File: config.mk
export PLATFORM = sky130hd
export DESIGN_NAME = sit_wide_mul
export DESIGN_NICKNAME = d
export VERILOG_FILES = /design/src/sv/sit_pkg.sv /design/src/sv/sit_wide_mul.sv
export SDC_FILE = /design/constraint.sdc
export NUM_CORES = 2
export LEC_CHECK = 0
export BUFFER_PORTS_ARGS = -buffer_cell sky130_fd_sc_hd__buf_2
export CAP_MARGIN = 20
export CORE_UTILIZATION = 45
export CTS_CLUSTER_DIAMETER = 50
export DETAILED_ROUTE_END_ITERATION = 6
export SKIP_LAST_GASP = 1
export SLEW_MARGIN = 20
export SYNTH_ARGS = -nofsm -noshare
export SYNTH_HDL_FRONTEND = slang
export SYNTH_SLANG_ARGS = --single-unit
File: constraint.sdc
create_clock -name clk -period 6.9 [get_ports clk]
set_input_delay 0.345 -clock clk [delete_from_list [all_inputs] [get_ports clk]]
set_output_delay 0.345 -clock clk [all_outputs]
set_load 0.1 [all_outputs]
File: src/sv/sit_pkg.sv
// Shared constants and types for the segment intersection test unit.
package sit_pkg;

  // Default coordinate width, in bits, two's complement.
  localparam int COORD_WIDTH_DEF = 16;

  // Load enables for the two register stages of a split multiplier.
  typedef struct packed {
    logic load_a;
    logic load_b;
  } sit_mul_ctl_t;

endpackage

File: src/sv/sit_wide_mul.sv
// Two-stage signed multiplier that splits its wide operand into two halves.
module sit_wide_mul #(
  parameter int AW = 17,
  parameter int BW = 33
) (
  input  logic                       clk,
  input  sit_pkg::sit_mul_ctl_t      ctl,
  input  logic signed [AW-1:0]       a,
  input  logic signed [BW-1:0]       b,
  output logic signed [AW+BW-1:0]    p
);
  import sit_pkg::*;

  localparam int BLO = (BW + 2) / 2;
  localparam int BHW = BW - BLO;
  localparam int PLW = AW + BLO + 1;
  localparam int PHW = AW + BHW;
  localparam int PW  = AW + BW;

  logic signed [BLO:0]   b_lo;
  logic signed [BHW-1:0] b_hi;
  logic signed [PLW-1:0] p_lo;
  logic signed [PHW-1:0] p_hi;

  // The low half is taken as a positive number, the high half keeps the sign.
  assign b_lo = $signed({1'b0, b[BLO-1:0]});
  assign b_hi = $signed(b[BW-1:BLO]);

  always_ff @(posedge clk) begin
    if (ctl.load_a) begin
      p_lo <= PLW'(a) * PLW'(b_lo);
      p_hi <= PHW'(a) * PHW'(b_hi);
    end
  end

  always_ff @(posedge clk) begin
    if (ctl.load_b) begin
      p <= (PW'(p_hi) <<< BLO) + PW'(p_lo);
    end
  end

endmodule

**Word-level counts from Yosys, hierarchy flattened**

Index checks and enable logic that the tools add are counted.

- Logic and storage cells: 6
- Register bits: 118

- Add/subtract/negate cells: 1
- $mul: 2

Operator list:

| operator | number |
|---|---|
| 50-bit by 35-bit adder with 50-bit output | 1 |
| 17-bit by 18-bit multiplier with 35-bit output | 1 |
| 17-bit by 16-bit multiplier with 33-bit output | 1 |

**Depth between registers and ports, before layout**

- Depth after elaboration: 1
- Gate-level depth with buffers: 26
- Depth with buffers taken out: 24

**Worst setup path before layout**

No wires, ideal clock.

- Kind: input port to flip-flop
- Start: in b[24]
- End: reg p_hi[31], data pin
- Arrival time: 6117 ps
- Library setup time: 258 ps
- Buffers on the path: 2
- Slack: 526 ps
- Stages: 23
- Path through: clkbuf_1 > clkbuf_1 > nand2_1 > fa_1 > inv_1 > fa_1 > fa_1 > fa_1 > fa_1 > inv_1 > fa_1 > inv_1 > ha_1 > a21o_1 > a21o_1 > a21oi_2 > o21ai_1 > a221o_1 > a2111oi_4 > o31ai_1 > a21o_1 > a21oi_2 > xnor2_1

- Word-level cells in the longest chain between the ends: 1

RTL lines:

| item | RTL line | source |
|---|---|---|
| from (decl) | sit_wide_mul.sv:9 | `input logic signed [BW-1:0] b,` |
| 17-bit by 16-bit multiplier with 33-bit output | sit_wide_mul.sv:32 | `p_hi <= PHW'(a) * PHW'(b_hi);` |
| to (signal assigned) | sit_wide_mul.sv:32 |  |
| to (decl) | sit_wide_mul.sv:23 | `logic signed [PHW-1:0] p_hi;` |

Every way passes these cells.
A chain may end at the register's enable or synchronous reset.

**Final worst setup path**

- Start: in a[6]
- End: reg p_hi[30], data pin

- Word-level cells in the longest chain between the ends: 1

RTL lines:

| item | RTL line | source |
|---|---|---|
| from (decl) | sit_wide_mul.sv:8 | `input logic signed [AW-1:0] a,` |
| 17-bit by 16-bit multiplier with 33-bit output | sit_wide_mul.sv:32 |  |

Every way passes these cells.

==> impl_metrics.csv <==
group,metric,value,unit
layout,area_growth,8.62,%
logic_synthesis,synth_warnings,0,
clock_tree,cts_resized,0,
sta,fmax,0.156,GHz
clock_tree,clock-sinks,118,
route,drt_iter0_drc,1106,
sta,finalSetupTns,0,ns
floorplanning,die_w,238,um
placed_design,io_buffers,102,
worst_setup_path,worst-setup-path-type,"in2reg",
worst_setup_path,cp_max_fo,27,
logic_synthesis,synth_cell_type_count,52,
layout,final_nets,3436,
sta,slew_headroom,0.389,
worst_setup_path,critPathLaunchType,"input port",
run_status,status,"completed",
worst_setup_path,worst_ep_required_time,7.09,ns
grt,first_global_vias,18900,
placed_design,routabilityCongestion,0.893,
floorplanning,initial_core_util,0.459,
route,drc,0,
sta,timing.final.crit_share,0.930,
clock_tree,htreeDepth,4,
worst_setup_path,crit_arrival,6.60,ns
clock_tree,holdBufCountCts,0,
route,via_count,17300,
sta,rsz0062_at_grt,"no",
route,vias_per_cell,5.11,
layout,stdcell_area,27100,sq um
clock_tree,insertion_delay,0.44,ns
route,dr.pass1.iters,7,
sta,maxSlewViolCount,0,
logic_synthesis,syn-cell-area,25000,sq um
clock_tree,post_cts_buffers,0,
logic_synthesis,synth_edf_count,118,
floorplanning,rows,85,
route,postRouteWirelength,61200,um
placed_design,hpwl,50500,um
logic_synthesis,syn_inst,2557,
grt,grt_use_total,0.229,
logic_synthesis,synth-seq-area-share,0.142,
floorplanning,coreArea,54300,sq um
logic_synthesis,avgSynthCellArea,9.77,sq um
grt,grt_max_degree,69,
worst_setup_path,critPathCaptureType,"register",
placed_design,dpl_cell_area,26500,sq um
logic_synthesis,ys_seq_elements,118,
floorplanning,die_area,56400,sq um
route,ant_nets,0,
sta,tightest_slew,0.917,ns
route,post_drt_wl_per_cell,18.1,um
floorplanning,ios,103,
layout,drive_gt1_frac,0.0728,
min_path,hp-class,"reg2reg",
sta,hold_viol_final,0,
sta,setup_violations,0,
sta,finalCriticalPeriod,6.41,ns
clock_tree,cts_buffers,17,
grt,antenna_found_initial,4,
logic_synthesis,syn_nets,3355,
clock_tree,clock_tree.buffer_depth,2,
flow_run,maxCapViolCount,0,
grt,grt_pass1_wl,100000,um
clock_tree,clkTransAtPathRegs,0.06,ns
logic_synthesis,async_flop_share,0,
logic_synthesis,ys.flop_type,"edfxtp_1",
clock_tree,cts_root_buffer,"clkbuf_16",
clock_tree,tritoncts,"yes",
sta,fin_skew,0.0148,ns
grt,gr-total-overflow,0,
floorplanning,die_h,238,um
critical path: stages:
cell,delay (ns)
buf_2,0.53
nand2_1,0.17
fa_1,0.53
inv_1,0.06
fa_1,0.51
inv_1,0.06
fa_1,0.53
inv_1,0.06
fa_1,0.46
fa_1,0.50
inv_1,0.05
fa_1,0.48
inv_1,0.04
ha_1,0.32
a21oi_1,0.18
o221ai_1,0.14
a31oi_1,0.56
o211ai_1,0.24
a31oi_1,0.29
nor2b_1,0.08
o21ai_1,0.16
nor2b_1,0.19
xnor2_1,0.09
metal layers:
metal  part of all wire  vias to the layer above  global-route usage  wire length (um)
met5            0.00013                        -                   0                 8
li1                   -                     7935                   -                 -
met4              0.015                        2              0.0495               913
met3              0.061                       55              0.0379              3760
met1               0.46                     8816               0.318             28000
met2               0.47                      527               0.377             28500
cells in the mapped netlist, drive strengths merged, types with 2 or more instances:
library cell	number	area, sq um
inv	579	2170
fa	501	10000
nand2	286	1070
and2	277	1730
ha	244	3050
edfxtp	118	3540
clkbuf	89	334
xnor2	75	657
a21oi	73	380
nor2	65	244
a21o	44	330
o21ai	32	160
xor2	20	175
nand2b	17	106
nand3	14	70.1
o21a	13	97.6
o21bai	12	90.1
o211ai	11	82.6
a211oi	9	67.6
a31oi	9	56.3
and3	9	56.3
nand4	9	56.3
nor3	9	45.0
nor2b	6	37.5
o31ai	4	35.0
or3	4	25.0
a2111oi	3	45.1
a21bo	2	20.0
a41oi	2	17.5
nand3b	2	15.0
o221ai	2	17.5
o22ai	2	18.8
o31a	2	17.5
or2	2	12.5
final cells by class:
type,count,area (sq um)
Tap cell,739,925
Timing Repair Buffer,152,923
Clock inverter,15,215
Antenna cell,1,2.50
Fill cell,5078,27200
Sequential cell,118,3540
Inverter,579,2170
Multi-Input combinational cell,1770,18900
Clock buffer,17,425
placed cells by master, fill, tap and decap left out, drive strengths merged, types with 17 or more instances in the layout:
master / synthesis / routed
and2: 277 / 277
buf: 1 / 152
xor2: 20 / 20
a21o: 44 / 44
nand2b: 17 / 17
xnor2: 75 / 75
edfxtp: 118 / 118
o21ai: 32 / 32
nor2: 65 / 65
fa: 501 / 501
inv: 579 / 586
a21oi: 73 / 73
clkbuf: 89 / 17
ha: 244 / 244
nand2: 286 / 286
flip-flops by register name (all words and copies together) (netlist names):
register	flops
p	50
p_hi	33
p_lo	35
final timing paths:
path,from,to,slack (ns),depth (start not counted)
worst max-delay path,a[6],p_hi[30],0.49,23
worst min-delay path,p_lo[6],p[6],0.42,0
worst max register to register,p_lo[17],p[49],3.56,13
worst min register to register,p_lo[6],p[6],0.42,0
stage by stage:
stage / std cells / setup slack (ns) / hold WS, ns / util
detailed placement: 3358 / 0.0803 / 0.405 / 0.487
global placement: 3358 / 0.167 / 0.403 / 0.487
global route: 3390 / 0.146 / 0.427 / 0.499
CTS: 3390 / 0.538 / 0.420 / 0.499
floorplan: 2557 / 0.526 / 0.400 / -
finish: 3391 / 0.485 / 0.418 / 0.499
cell families after synthesis:
family | count (synthesis) | share of synthesized area
XOR/XNOR | 95 | 0.0333
AND/OR/NAND/NOR | 701 | 0.139
adder cells (fa/ha/maj) | 745 | 0.524
AO/OA/AOI/OAI | 229 | 0.0608
flip-flops | 118 | 0.142
buffers and inverters | 669 | 0.101
Power is not shown: default switching activity piles up to over one toggle a cycle in this logic, so the estimate is an artifact.
